[src/design/bsr_pkg.sv]
// ----------------------------------------------------------------------------
// bsr_pkg: shared types and microcode for the banker's safety engine
// Item kinds, result codes, sequencer step addresses and the control store.
// ----------------------------------------------------------------------------
package bsr_pkg;

  typedef enum logic [1:0] {
    K_LOAD  = 2'd0,
    K_AVAIL = 2'd1,
    K_REQ   = 2'd2,
    K_CHECK = 2'd3
  } kind_t;

  typedef enum logic [2:0] {
    ST_GRANTED  = 3'd0,
    ST_EXCEEDS  = 3'd1,
    ST_WAIT     = 3'd2,
    ST_UNSAFE   = 3'd3,
    ST_SEQ      = 3'd4,
    ST_NOT_SAFE = 3'd5
  } status_t;

  // datapath operation of one step
  typedef enum logic [3:0] {
    OP_NOP,
    OP_RD_P,
    OP_RD_Q,
    OP_REQ_CMP,
    OP_J_INC,
    OP_INIT_TRIAL,
    OP_INIT_CHECK,
    OP_RELEASE,
    OP_FINISH,
    OP_Q_STEP,
    OP_CLR_FOUND,
    OP_COMMIT_WR,
    OP_COMMIT_AV,
    OP_EMIT,
    OP_EMIT_SEQ,
    OP_END
  } op_t;

  // jump condition of one step
  typedef enum logic [3:0] {
    C_NONE,
    C_ALWAYS,
    C_EXCEED,
    C_WAIT,
    C_FIN_Q,
    C_NO_FIT,
    C_J_MORE,
    C_Q_MORE,
    C_ALL_DONE,
    C_NOT_FOUND,
    C_CHECK,
    C_K_MORE
  } cond_t;

  // control store addresses
  typedef enum logic [4:0] {
    S_IDLE         = 5'd0,
    S_REQ_RD       = 5'd1,
    S_REQ_CMP      = 5'd2,
    S_REQ_NXT      = 5'd3,
    S_REQ_WAIT     = 5'd4,
    S_TRIAL_INIT   = 5'd5,
    S_CHK_INIT     = 5'd6,
    S_SCAN_TEST    = 5'd7,
    S_FIT_RD       = 5'd8,
    S_FIT_CMP      = 5'd9,
    S_FIT_NXT      = 5'd10,
    S_REL_RD       = 5'd11,
    S_REL_ADD      = 5'd12,
    S_REL_NXT      = 5'd13,
    S_FINISH       = 5'd14,
    S_SCAN_NEXT    = 5'd15,
    S_PASS_END     = 5'd16,
    S_PASS_FAIL    = 5'd17,
    S_PASS_AGAIN   = 5'd18,
    S_SCAN_OK      = 5'd19,
    S_COMMIT_RD    = 5'd20,
    S_COMMIT_WR    = 5'd21,
    S_COMMIT_NXT   = 5'd22,
    S_COMMIT_AV    = 5'd23,
    S_EMIT_GRANT   = 5'd24,
    S_SCAN_BAD     = 5'd25,
    S_EMIT_UNSAFE  = 5'd26,
    S_EMIT_EXC     = 5'd27,
    S_EMIT_WAIT    = 5'd28,
    S_EMIT_NOTSAFE = 5'd29,
    S_EMIT_SEQ     = 5'd30,
    S_END          = 5'd31
  } step_t;

  typedef struct packed {
    op_t     op;
    cond_t   cond;
    step_t   target;
    status_t status;
  } ctrl_t;

  function automatic ctrl_t bsr_ucode(input step_t s);
    ctrl_t w;
    w = '{op: OP_NOP, cond: C_NONE, target: S_IDLE, status: ST_GRANTED};
    unique case (s)
      S_IDLE:         w = '{OP_NOP,        C_NONE,      S_IDLE,         ST_GRANTED};
      S_REQ_RD:       w = '{OP_RD_P,       C_NONE,      S_IDLE,         ST_GRANTED};
      S_REQ_CMP:      w = '{OP_REQ_CMP,    C_EXCEED,    S_EMIT_EXC,     ST_GRANTED};
      S_REQ_NXT:      w = '{OP_J_INC,      C_J_MORE,    S_REQ_RD,       ST_GRANTED};
      S_REQ_WAIT:     w = '{OP_NOP,        C_WAIT,      S_EMIT_WAIT,    ST_GRANTED};
      S_TRIAL_INIT:   w = '{OP_INIT_TRIAL, C_ALWAYS,    S_SCAN_TEST,    ST_GRANTED};
      S_CHK_INIT:     w = '{OP_INIT_CHECK, C_NONE,      S_IDLE,         ST_GRANTED};
      S_SCAN_TEST:    w = '{OP_NOP,        C_FIN_Q,     S_SCAN_NEXT,    ST_GRANTED};
      S_FIT_RD:       w = '{OP_RD_Q,       C_NONE,      S_IDLE,         ST_GRANTED};
      S_FIT_CMP:      w = '{OP_NOP,        C_NO_FIT,    S_SCAN_NEXT,    ST_GRANTED};
      S_FIT_NXT:      w = '{OP_J_INC,      C_J_MORE,    S_FIT_RD,       ST_GRANTED};
      S_REL_RD:       w = '{OP_RD_Q,       C_NONE,      S_IDLE,         ST_GRANTED};
      S_REL_ADD:      w = '{OP_RELEASE,    C_NONE,      S_IDLE,         ST_GRANTED};
      S_REL_NXT:      w = '{OP_J_INC,      C_J_MORE,    S_REL_RD,       ST_GRANTED};
      S_FINISH:       w = '{OP_FINISH,     C_NONE,      S_IDLE,         ST_GRANTED};
      S_SCAN_NEXT:    w = '{OP_Q_STEP,     C_Q_MORE,    S_SCAN_TEST,    ST_GRANTED};
      S_PASS_END:     w = '{OP_NOP,        C_ALL_DONE,  S_SCAN_OK,      ST_GRANTED};
      S_PASS_FAIL:    w = '{OP_CLR_FOUND,  C_NOT_FOUND, S_SCAN_BAD,     ST_GRANTED};
      S_PASS_AGAIN:   w = '{OP_NOP,        C_ALWAYS,    S_SCAN_TEST,    ST_GRANTED};
      S_SCAN_OK:      w = '{OP_NOP,        C_CHECK,     S_EMIT_SEQ,     ST_GRANTED};
      S_COMMIT_RD:    w = '{OP_RD_P,       C_NONE,      S_IDLE,         ST_GRANTED};
      S_COMMIT_WR:    w = '{OP_COMMIT_WR,  C_NONE,      S_IDLE,         ST_GRANTED};
      S_COMMIT_NXT:   w = '{OP_J_INC,      C_J_MORE,    S_COMMIT_RD,    ST_GRANTED};
      S_COMMIT_AV:    w = '{OP_COMMIT_AV,  C_NONE,      S_IDLE,         ST_GRANTED};
      S_EMIT_GRANT:   w = '{OP_EMIT,       C_ALWAYS,    S_END,          ST_GRANTED};
      S_SCAN_BAD:     w = '{OP_NOP,        C_CHECK,     S_EMIT_NOTSAFE, ST_GRANTED};
      S_EMIT_UNSAFE:  w = '{OP_EMIT,       C_ALWAYS,    S_END,          ST_UNSAFE};
      S_EMIT_EXC:     w = '{OP_EMIT,       C_ALWAYS,    S_END,          ST_EXCEEDS};
      S_EMIT_WAIT:    w = '{OP_EMIT,       C_ALWAYS,    S_END,          ST_WAIT};
      S_EMIT_NOTSAFE: w = '{OP_EMIT,       C_ALWAYS,    S_END,          ST_NOT_SAFE};
      S_EMIT_SEQ:     w = '{OP_EMIT_SEQ,   C_K_MORE,    S_EMIT_SEQ,     ST_SEQ};
      S_END:          w = '{OP_END,        C_ALWAYS,    S_IDLE,         ST_GRANTED};
    endcase
    return w;
  endfunction

endpackage

[src/design/bsr_ram.sv]
// ----------------------------------------------------------------------------
// bsr_ram: single-port RAM with registered read
// One address per cycle, write when we is high, read data is registered and follows in the next cycle.
// ----------------------------------------------------------------------------
module bsr_ram #(
  parameter int WIDTH = 16,
  parameter int DEPTH = 32
) (
  input  logic                                   clk,
  input  logic                                   we,
  input  logic [((DEPTH > 1) ? $clog2(DEPTH) : 1)-1:0] addr,
  input  logic [WIDTH-1:0]                       wdata,
  output logic [WIDTH-1:0]                       rdata
);

  logic [WIDTH-1:0] mem [DEPTH];

  always_ff @(posedge clk) begin
    if (we) begin
      mem[addr] <= wdata;
    end
    rdata <= mem[addr];
  end

endmodule

[src/design/bankers_safety_and_request.sv]
// ----------------------------------------------------------------------------
// bankers_safety_and_request: banker's deadlock-avoidance engine
// Claim/allocation table in RAM, available vector in registers, and a
// microcoded sequencer that runs the request checks and the safety scan.
// ----------------------------------------------------------------------------
// Load, set-available and unmarked request items are done in the idle step.
// Marked request: a claim check over each resource, an availability check,
//   then the scan. Scan: passes repeat while a process finishes, up to
//   NUM_PROCESSES passes. A grant then commits the pending units to the
//   table and the available vector; a check emits one result per cycle
//   while out_ready is high. One item is in work at a time.
// Reset (rst, synchronous): tables, available vector and control cleared.
module bankers_safety_and_request #(
  parameter int NUM_PROCESSES = 8,
  parameter int NUM_RESOURCES = 4
) (
  input  logic       clk,
  input  logic       rst,
  input  logic       in_valid,
  output logic       in_ready,
  input  logic [1:0] kind,
  input  logic [2:0] process,
  input  logic [1:0] resource,
  input  logic [7:0] amount,
  input  logic [7:0] claim,
  input  logic       last_element,
  output logic       out_valid,
  input  logic       out_ready,
  output logic [2:0] status,
  output logic [2:0] seq_process,
  output logic       last
);

  import bsr_pkg::*;

  // index widths follow the table shape; work vector is sized so that the
  // available units plus every held unit never overflow
  localparam int PW    = (NUM_PROCESSES > 1) ? $clog2(NUM_PROCESSES) : 1;
  localparam int RW    = (NUM_RESOURCES > 1) ? $clog2(NUM_RESOURCES) : 1;
  localparam int CW    = $clog2(NUM_PROCESSES + 1);
  localparam int WW    = 8 + $clog2(NUM_PROCESSES + 1);
  localparam int DEPTH = NUM_PROCESSES * NUM_RESOURCES;
  localparam int AW    = (DEPTH > 1) ? $clog2(DEPTH) : 1;

  // sequencer
  step_t pc;
  step_t pc_next;
  ctrl_t cw;
  logic  take;
  logic  hold;
  logic  slot_free;
  logic  accept;

  // scan and request control
  logic [PW-1:0]      p_idx;
  logic [PW-1:0]      q_idx;
  logic [PW-1:0]      k_idx;
  logic [RW-1:0]      j_idx;
  logic [CW-1:0]      count;
  logic [NUM_PROCESSES-1:0] fin;
  logic               found;
  logic               wait_flag;
  logic               check_mode;

  // vectors held in registers
  logic [7:0]    avail   [NUM_RESOURCES];
  logic [7:0]    pending [NUM_RESOURCES];
  logic [WW-1:0] work    [NUM_RESOURCES];
  logic [PW-1:0] seq     [NUM_PROCESSES];

  // claim/held table: RAM word is {claim, held}, valid bit per entry
  logic [DEPTH-1:0] ent_valid;
  logic             rd_valid;
  logic [15:0]      rd_word;
  logic [15:0]      ram_wdata;
  logic             ram_we;
  logic [AW-1:0]    ram_addr;
  logic [PW-1:0]    a_proc;
  logic [RW-1:0]    a_res;

  logic [7:0] entry_claim;
  logic [7:0] entry_held;
  logic [7:0] scan_held;
  logic [8:0] need_req;
  logic [8:0] need_scan;
  logic       exceed;
  logic       no_fit;
  logic       proc_ok;
  logic       res_ok;
  logic       j_last;
  logic       q_last;
  logic       k_last;

  assign cw        = bsr_ucode(pc);
  assign in_ready  = (pc == S_IDLE);
  assign accept    = in_valid && in_ready;
  assign slot_free = !out_valid || out_ready;

  assign proc_ok = int'(process) < NUM_PROCESSES;
  assign res_ok  = int'(resource) < NUM_RESOURCES;
  assign j_last  = (j_idx == RW'(NUM_RESOURCES - 1));
  assign q_last  = (q_idx == PW'(NUM_PROCESSES - 1));
  assign k_last  = (k_idx == PW'(NUM_PROCESSES - 1));

  // ---------------------------------------------------------------------
  // Table access: idle loads come straight from the item, otherwise the
  // step picks the requesting process or the scanned process.
  // ---------------------------------------------------------------------
  always_comb begin
    if (pc == S_IDLE) begin
      a_proc = PW'(process);
      a_res  = RW'(resource);
    end else begin
      a_proc = (cw.op == OP_RD_Q) ? q_idx : p_idx;
      a_res  = j_idx;
    end
  end

  assign ram_addr = AW'(int'(a_proc) * NUM_RESOURCES + int'(a_res));

  // an entry never written reads as zero
  assign entry_claim = rd_valid ? rd_word[15:8] : 8'd0;
  assign entry_held  = rd_valid ? rd_word[7:0]  : 8'd0;

  // trial allocation is not copied: the requesting row is seen with the
  // pending units added while a request scan runs
  assign scan_held = (!check_mode && q_idx == p_idx) ? (entry_held + pending[j_idx])
                                                     : entry_held;

  // needs are signed: a claim below holding gives a negative need
  assign need_req  = {1'b0, entry_claim} - {1'b0, entry_held};
  assign need_scan = {1'b0, entry_claim} - {1'b0, scan_held};
  assign exceed    = $signed({1'b0, pending[j_idx]}) > $signed(need_req);
  assign no_fit    = $signed({{(WW - 8){need_scan[8]}}, need_scan})
                   > $signed({1'b0, work[j_idx]});

  always_comb begin
    ram_we    = 1'b0;
    ram_wdata = {claim, amount};
    if (accept && kind_t'(kind) == K_LOAD && proc_ok && res_ok) begin
      ram_we = 1'b1;
    end else if (cw.op == OP_COMMIT_WR) begin
      ram_we    = 1'b1;
      ram_wdata = {entry_claim, entry_held + pending[j_idx]};
    end
  end

  bsr_ram #(
    .WIDTH (16),
    .DEPTH (DEPTH)
  ) u_table (
    .clk   (clk),
    .we    (ram_we),
    .addr  (ram_addr),
    .wdata (ram_wdata),
    .rdata (rd_word)
  );

  // ---------------------------------------------------------------------
  // Sequencer: evaluate the step's jump condition; emit steps hold while
  // the output register is still full.
  // ---------------------------------------------------------------------
  always_comb begin
    unique case (cw.cond)
      C_NONE:      take = 1'b0;
      C_ALWAYS:    take = 1'b1;
      C_EXCEED:    take = exceed;
      C_WAIT:      take = wait_flag;
      C_FIN_Q:     take = fin[q_idx];
      C_NO_FIT:    take = no_fit;
      C_J_MORE:    take = !j_last;
      C_Q_MORE:    take = !q_last;
      C_ALL_DONE:  take = (count == CW'(NUM_PROCESSES));
      C_NOT_FOUND: take = !found;
      C_CHECK:     take = check_mode;
      C_K_MORE:    take = !k_last;
      default:     take = 1'b0;
    endcase

    hold = (cw.op == OP_EMIT || cw.op == OP_EMIT_SEQ) && !slot_free;

    if (pc == S_IDLE) begin
      pc_next = S_IDLE;
      if (accept) begin
        unique case (kind_t'(kind))
          K_LOAD:  pc_next = S_IDLE;
          K_AVAIL: pc_next = S_IDLE;
          K_REQ: begin
            if (last_element) begin
              pc_next = proc_ok ? S_REQ_RD : S_EMIT_EXC;
            end
          end
          K_CHECK: pc_next = S_CHK_INIT;
        endcase
      end
    end else if (hold) begin
      pc_next = pc;
    end else if (take) begin
      pc_next = cw.target;
    end else begin
      pc_next = step_t'(pc + 5'd1);
    end
  end

  always_ff @(posedge clk) begin
    if (rst) begin
      pc <= S_IDLE;
    end else begin
      pc <= pc_next;
    end
  end

  // ---------------------------------------------------------------------
  // Control registers and the available vector
  // ---------------------------------------------------------------------
  always_ff @(posedge clk) begin
    if (rst) begin
      ent_valid  <= '0;
      rd_valid   <= 1'b0;
      fin        <= '0;
      count      <= '0;
      found      <= 1'b0;
      wait_flag  <= 1'b0;
      check_mode <= 1'b0;
      q_idx      <= '0;
      j_idx      <= '0;
      k_idx      <= '0;
      out_valid  <= 1'b0;
      for (int i = 0; i < NUM_RESOURCES; i++) begin
        avail[i] <= 8'd0;
      end
    end else begin
      rd_valid <= ent_valid[ram_addr];
      if (ram_we) begin
        ent_valid[ram_addr] <= 1'b1;
      end
      // drop the result once taken; a new one may load in the same cycle
      if (out_valid && out_ready) begin
        out_valid <= 1'b0;
      end

      if (accept) begin
        unique case (kind_t'(kind))
          K_LOAD: begin
          end
          K_AVAIL: begin
            if (res_ok) begin
              avail[RW'(resource)] <= amount;
            end
          end
          K_REQ: begin
            check_mode <= 1'b0;
            wait_flag  <= 1'b0;
            j_idx      <= '0;
          end
          K_CHECK: begin
            check_mode <= 1'b1;
          end
        endcase
      end else if (!hold) begin
        unique case (cw.op)
          OP_REQ_CMP: begin
            wait_flag <= wait_flag | (pending[j_idx] > avail[j_idx]);
          end
          OP_J_INC: begin
            j_idx <= j_last ? '0 : j_idx + 1'b1;
          end
          OP_INIT_TRIAL, OP_INIT_CHECK: begin
            fin   <= '0;
            count <= '0;
            found <= 1'b0;
            q_idx <= '0;
            j_idx <= '0;
            k_idx <= '0;
          end
          OP_FINISH: begin
            fin[q_idx] <= 1'b1;
            count      <= count + 1'b1;
            found      <= 1'b1;
          end
          OP_Q_STEP: begin
            j_idx <= '0;
            q_idx <= q_last ? '0 : q_idx + 1'b1;
          end
          OP_CLR_FOUND: begin
            found <= 1'b0;
          end
          OP_COMMIT_AV: begin
            for (int i = 0; i < NUM_RESOURCES; i++) begin
              avail[i] <= avail[i] - pending[i];
            end
          end
          OP_EMIT: begin
            out_valid <= 1'b1;
          end
          OP_EMIT_SEQ: begin
            out_valid <= 1'b1;
            if (!k_last) begin
              k_idx <= k_idx + 1'b1;
            end
          end
          default: begin
          end
        endcase
      end
    end
  end

  // ---------------------------------------------------------------------
  // Payload registers: pending request, work vector, safe order, result
  // ---------------------------------------------------------------------
  always_ff @(posedge clk) begin
    if (accept) begin
      if (kind_t'(kind) == K_REQ) begin
        p_idx <= PW'(process);
        if (res_ok) begin
          pending[RW'(resource)] <= amount;
        end
      end
    end else if (!hold) begin
      unique case (cw.op)
        OP_INIT_TRIAL: begin
          for (int i = 0; i < NUM_RESOURCES; i++) begin
            work[i] <= WW'(avail[i] - pending[i]);
          end
        end
        OP_INIT_CHECK: begin
          for (int i = 0; i < NUM_RESOURCES; i++) begin
            work[i] <= WW'(avail[i]);
          end
        end
        OP_RELEASE: begin
          work[j_idx] <= work[j_idx] + WW'(scan_held);
        end
        OP_FINISH: begin
          seq[count[PW-1:0]] <= q_idx;
        end
        OP_EMIT: begin
          status      <= cw.status;
          seq_process <= 3'd0;
          last        <= 1'b1;
        end
        OP_EMIT_SEQ: begin
          status      <= ST_SEQ;
          seq_process <= 3'(seq[k_idx]);
          last        <= k_last;
        end
        OP_END: begin
          // a decision always leaves the request vector cleared
          if (!check_mode) begin
            for (int i = 0; i < NUM_RESOURCES; i++) begin
              pending[i] <= 8'd0;
            end
          end
        end
        default: begin
        end
      endcase
    end
  end

  // ---------------------------------------------------------------------
  // Assertions
  // ---------------------------------------------------------------------
  a_scan_ok_all_finished: assert property (@(posedge clk) disable iff (rst)
    (pc == S_SCAN_OK) |-> (fin == {NUM_PROCESSES{1'b1}}))
    else $error("safe scan ended with an unfinished process");

  a_seq_full_count: assert property (@(posedge clk) disable iff (rst)
    (pc == S_EMIT_SEQ) |-> (check_mode && count == CW'(NUM_PROCESSES)))
    else $error("safe order emitted without a full sequence");

  a_commit_on_request: assert property (@(posedge clk) disable iff (rst)
    (cw.op == OP_COMMIT_WR || cw.op == OP_COMMIT_AV) |-> !check_mode)
    else $error("commit during a check run");

  a_check_starts_scan: assert property (@(posedge clk) disable iff (rst)
    (accept && kind_t'(kind) == K_CHECK) |=> (pc == S_CHK_INIT))
    else $error("check item did not start the scan");

endmodule

[config.mk]
export PLATFORM = sky130hd
export DESIGN_NAME = bankers_safety_and_request
export DESIGN_NICKNAME = d
export VERILOG_FILES = /design/src/design/bsr_pkg.sv /design/src/design/bsr_ram.sv /design/src/design/bankers_safety_and_request.sv
export SDC_FILE = /design/constraint.sdc
export NUM_CORES = 1
export LEC_CHECK = 0
export BUFFER_PORTS_ARGS = -buffer_cell sky130_fd_sc_hd__buf_2
export CAP_MARGIN = 20
export CORE_MARGIN = 1
export CORE_UTILIZATION = 56
export DETAILED_ROUTE_END_ITERATION = 12
export GPL_TIMING_DRIVEN = 1
export PLACE_DENSITY = 0.78
export SLEW_MARGIN = 20
export SYNTH_ARGS = -nofsm -noshare
export SYNTH_HDL_FRONTEND = slang
export SYNTH_SLANG_ARGS = --single-unit
[constraint.sdc]
create_clock -name clk -period 10.4 [get_ports clk]
set_clock_uncertainty 0.2 [all_clocks]
set_input_delay 0.52 -clock clk [delete_from_list [all_inputs] [get_ports clk]]
set_output_delay 0.52 -clock clk [all_outputs]
set_load 0.01 [all_outputs]
After elaboration in Yosys (flattened, before gate mapping)
Memories as Yosys holds them, arrays and structs flattened. A register that Yosys moved wholly into a read port is not among the register bits.
Index checks and enable logic that the tools add are counted.

storage, ports and cells
  register bits after elaboration = 72
  latch bits = 0
  RAM bits = 648
  bits in read-only memories = 512
  bits of input ports = 28
  output and inout port bits = 9
  logic and storage cells = 253
  memories = 6

operators by class
  $add $sub $neg = 18
  multiply operators = 0
  divide/modulo/power cells = 0
  $lt $le $gt $ge = 7
  eq/ne operators = 37
  shift operators = 0
  multiplexer cells = 113
  bitwise operators = 13
  reductions and logical operators = 43

memory list
  memory            words  bits a word  rd ports  clocked after memory_dff  write ports  line                              source
  (name not given)  32     16           1         1                         0            bsr_pkg.sv:105                    unique case (s)
  u_table.mem       32     16           1         1                         1            bsr_ram.sv:16                     logic [WIDTH-1:0] mem [DEPTH];
  work              4      12           1         1                         4            bankers_safety_and_request.sv:68  logic [WW-1:0] work [NUM_RESOURCES];
  avail             4      8            5         1                         4            bankers_safety_and_request.sv:66  logic [7:0] avail [NUM_RESOURCES];
  pending           4      8            5         1                         4            bankers_safety_and_request.sv:67  logic [7:0] pending [NUM_RESOURCES];
  seq               8      3            1         1                         1            bankers_safety_and_request.sv:69  logic [PW-1:0] seq [NUM_PROCESSES];

operators by type and width
  kind                number
  $mux 8              9
  $mux 12             5
  $mux 1              55
  $sub 8x8->9         6
  $eq 4x4->1 const B  13
  $eq 4x3->1 const B  8
  $mux 16             2
  $or 32x32->32       1
  $sub 8x8->8         4
  $mux 5              6
  $mux 2              14
  $pmux 3 s2          4
  $mux 3              6
  $reduce_and 3->1    6
  $eq 4x2->1 const B  4
  $pmux 8 s2          1
  $reduce_or 8->1     2
  $pmux 5 s3          1
  $reduce_bool 2->1   7
  $gt 9x13->1         1
  $add 12x8->12       1
  $reduce_or 12->1    1
  $pmux 1 s11         1
  $gt 9x9->1          1
  38 further kinds    72

Longest topological paths before layout
  word-level depth = 11
  depth in mapped cells = 37
  depth with buffers taken out = 34

By module
From an unflattened synthesis, not the netlist that was laid out.

unflattened totals
  cell total of the unflattened synthesis = 2637
  area, all modules = 34840.9 um^2

by module, submodules not included
  module                      instances  cells an instance  area each (um^2)  sequential area each (um^2)
  bsr_ram                     1          1086               20096.8           15695.1
  bankers_safety_and_request  1          1551               14744.1           5805.6

Worst setup path before layout
Ideal clock, no wire load.

  path type = register to register
  start = reg (tool-made name)
  end = reg cw[6] (netlist name)
  setup time = 127 ps
  arrival time = 7646 ps
  data required time = 10073 ps
  path slack = 2427 ps
  stages on the path, launching flop included = 33
  buffers on the path = 3
  clock period less this slack = 7973 ps
  cells stage by stage = dfxtp_1 clkbuf_1 buf_1 mux4_2 ha_1 a211o_1 a211oi_1 o21bai_1 a21oi_1 xnor2_1 a21oi_1 inv_1 ha_1 nand2_1 or2_2 o31ai_1 inv_1 ha_1 a211oi_1 nand3_1 o21ai_0 o2111ai_1 or4_1 a31oi_1 a21o_1 and2_1 inv_1 ha_1 clkbuf_2 nand2_1 nor3_1 a221oi_1 o21ai_0

==> out/qor.yml <==
status:
  outcome: "finished clean"
global_route:
  grt_pass1_vias: 21700
  overflow: 0
  grt_max_degree: 140
  grt_usage: 0.284
  antenna_found_initial: 3
  grt_pass1_wl_mm: 133
detailed_routing:
  post_drt_wl_per_cell_um: 26.6
  wl_mm: 87.3
  viasPerCell: 6.51
  drc: 0
  vias: 21300
  first_iter_violations: 2462
  drtPass1Iterations: 6
  postRouteAntennaNets: 0
synthesis:
  syn_inst: 2365
  yosys.area.top_type: "edfxtp_1"
  synth_fp_nets: 2509
  synth_top_area_frac: 0.553
  synthArstFlopShare: 0
  syn_area_per_cell_um2: 14.6
  ys_warn_count: 0
  netlist_area_um2: 34400
  synthTopCellsByArea: "edfxtp_1, mux4_2, dfxtp_1, ha_1, nor2_1"
  synthFlopType: "edfxtp_1"
  ys_seq_area_frac: 0.625
  ys_seq_elements: 757
  synth_cell_types: 85
  synth_edf_count: 634
timing:
  fin_tns_setup_ps: 0
  tightest_slew_ps: 1130
  timing.final.crit_share: 0.799
  hold_violations: 0
  slew_violations: 0
  fmax_mhz: 120
  rsz0062_at_grt: "no"
  relSlewSlack: 0.242
  setup_violations: 0
  fin_crit_ps: 8310
placement:
  port_buffers: 36
  place_inst: 3127
  hpwl_mm: 56.7
  place_congestion: 0.932
final_layout:
  syn_to_final_growth_pct: 11.9
  diodes: 0
  fillCellCount: 4249
  final_cells: 3278
  layout-drive-gt1-share: 0.179
  fin_nets: 2574
worst_setup_path:
  slowest_stage: "mux4_2"
  cpPeakStageDelay_ps: 650
  crit_path_start_kind: "register"
  crit_buf_inv: 4
  critPathMostFrequentCell: "ha_1"
  path_delay_family: "compound AO/OA/AOI/OAI gates"
  crit_path_end_kind: "register"
  crit_type: "register to register"
  cp_max_fo: 24
  cp.required_ps: 10700
  crit_arrival_ps: 8610
die:
  rows: 90
  core_area_um2: 60600
  ios: 37
  die_area_um2: 62400
  die_x_um: 250
  die_h_um: 250
  initial_utilization: 0.568
worst_hold_path:
  min_from: "amount[5]"
  hp-class: "input port to register"
clock_network:
  cts_buffers: 78
  cts_resized: 0
  insertion_delay_ps: 670
  h-tree-depth: 3
  cts-root-buf: "clkbuf_16"
  path_clk_slew_ps: 60
  cts_buffer_depth: 3
  clock-sinks: 757
  cts_tree: "built"
pwr:
  p_leak_nw: 13.5
  total_power_w: 0.00970
  power_density_nw_per_um2: 252
  peakVddDrop_v: 0.000223
run:
  max-cap-violations: 0
[power by group]
group,internal [W],leakage [nW],switching [W]
Clock,0.00168,1.31,0.00123
Combinational,0.00131,5.42,0.00188
Sequential,0.00349,6.78,0.000113
Total,0.00648,13.5,0.00322
[cell usage after synthesis, types with 25 or more instances]
library cell	number
nand2b_1	25
mux2i_1	46
nand2_1	150
mux4_2	170
clkbuf_1	75
a22oi_1	67
o21a_1	41
a21o_1	31
xor2_1	27
nor2_1	180
a21oi_1	79
ha_1	108
edfxtp_1	634
a31oi_1	28
nand3_1	35
and2_1	28
dfxtp_1	123
inv_1	113
o21ai_0	90
[cell type report]
cell class	instances	area [um2]	share of cell area
clock buffer	105	2160	0.0560
sequential	757	21500	0.558
clock inverter	41	554	0.0144
tap	782	978	0.0254
timing repair buffer	95	671	0.0174
multi-input combinational	1382	12200	0.317
inverter	116	435	0.0113
[final timing paths]
check	endpoint	slack, ps	cells after the start
max	cw[6]	2090	29
min	pending[2][5]	40	3
max reg2reg	cw[6]	2090	29
min reg2reg	ent_valid[24]	260	1
[kinds of logic (layout without fill, tap and decap cells)]
| group | count (synthesis) | after routing | share of synthesized area |
|---|---|---|---|
| DFF | 757 | 757 | 0.625 |
| and+or+nand+nor | 520 | 520 | 0.0704 |
| AOI/OAI and AO/OA | 462 | 462 | 0.0913 |
| muxes | 232 | 232 | 0.130 |
| buffers and inverters | 226 | 357 | 0.0264 |
| adders and majority gates | 117 | 117 | 0.0442 |
| xor gates and xnor gates | 51 | 51 | 0.0130 |
[metal layers]
metal,wire length [um],share of wire,global-route usage
met5,11,0.00013,0
met4,3050,0.035,0.100
met3,7240,0.083,0.0479
met2,43900,0.50,0.481
met1,33100,0.38,0.371
[stage by stage]
step	setup WS, ps	hold WS, ps	util	area [um2]
after global placement	2540	241	0.589	35700
after global routing	1350	48.1	0.636	38500
final	2090	43.4	0.636	38500
after floorplan	2430	229	-	34400
after detailed placement	2210	251	0.589	35700
after CTS	2160	4.65	0.634	38400
[worst reg2reg max path: cells and delay by family (launching register included)]
family / cells / cell delay [ps]
compound gates: 12 / 3050
simple gates: 7 / 1480
fa+ha+maj: 4 / 1420
buf+inv: 4 / 800
mux: 1 / 670
flops: 1 / 410
xor+xnor: 1 / 160
[sequential cells by signal (all words and copies together) (netlist names), 4 cells and up, named ones only]
name / cells
u_table.mem: 512
work: 48
avail: 32
ent_valid: 32
pending: 32
seq: 24
cw: 16
u_table.rdata: 16
fin: 8
pc: 5
count: 4
[cells in the final DEF, fill, tap and decap left out, types with 31 or more instances in the layout]
cell type	instances
a21o_1	31
a21oi_1	77
a22oi_1	67
buf_2	36
buf_4	52
clkbuf_16	80
dfxtp_1	122
edfxtp_1	634
ha_1	108
inv_1	113
mux2i_1	46
mux4_2	170
nand2_1	150
nand3_1	35
nor2_1	170
o21a_1	41
o21ai_0	82
[timing repair]
action,in CTS,in global routing
endpoints found under the hold margin,4,0
hold buffers,4,0
setup buffers,0,0
Power figures use the tool's default switching activity.
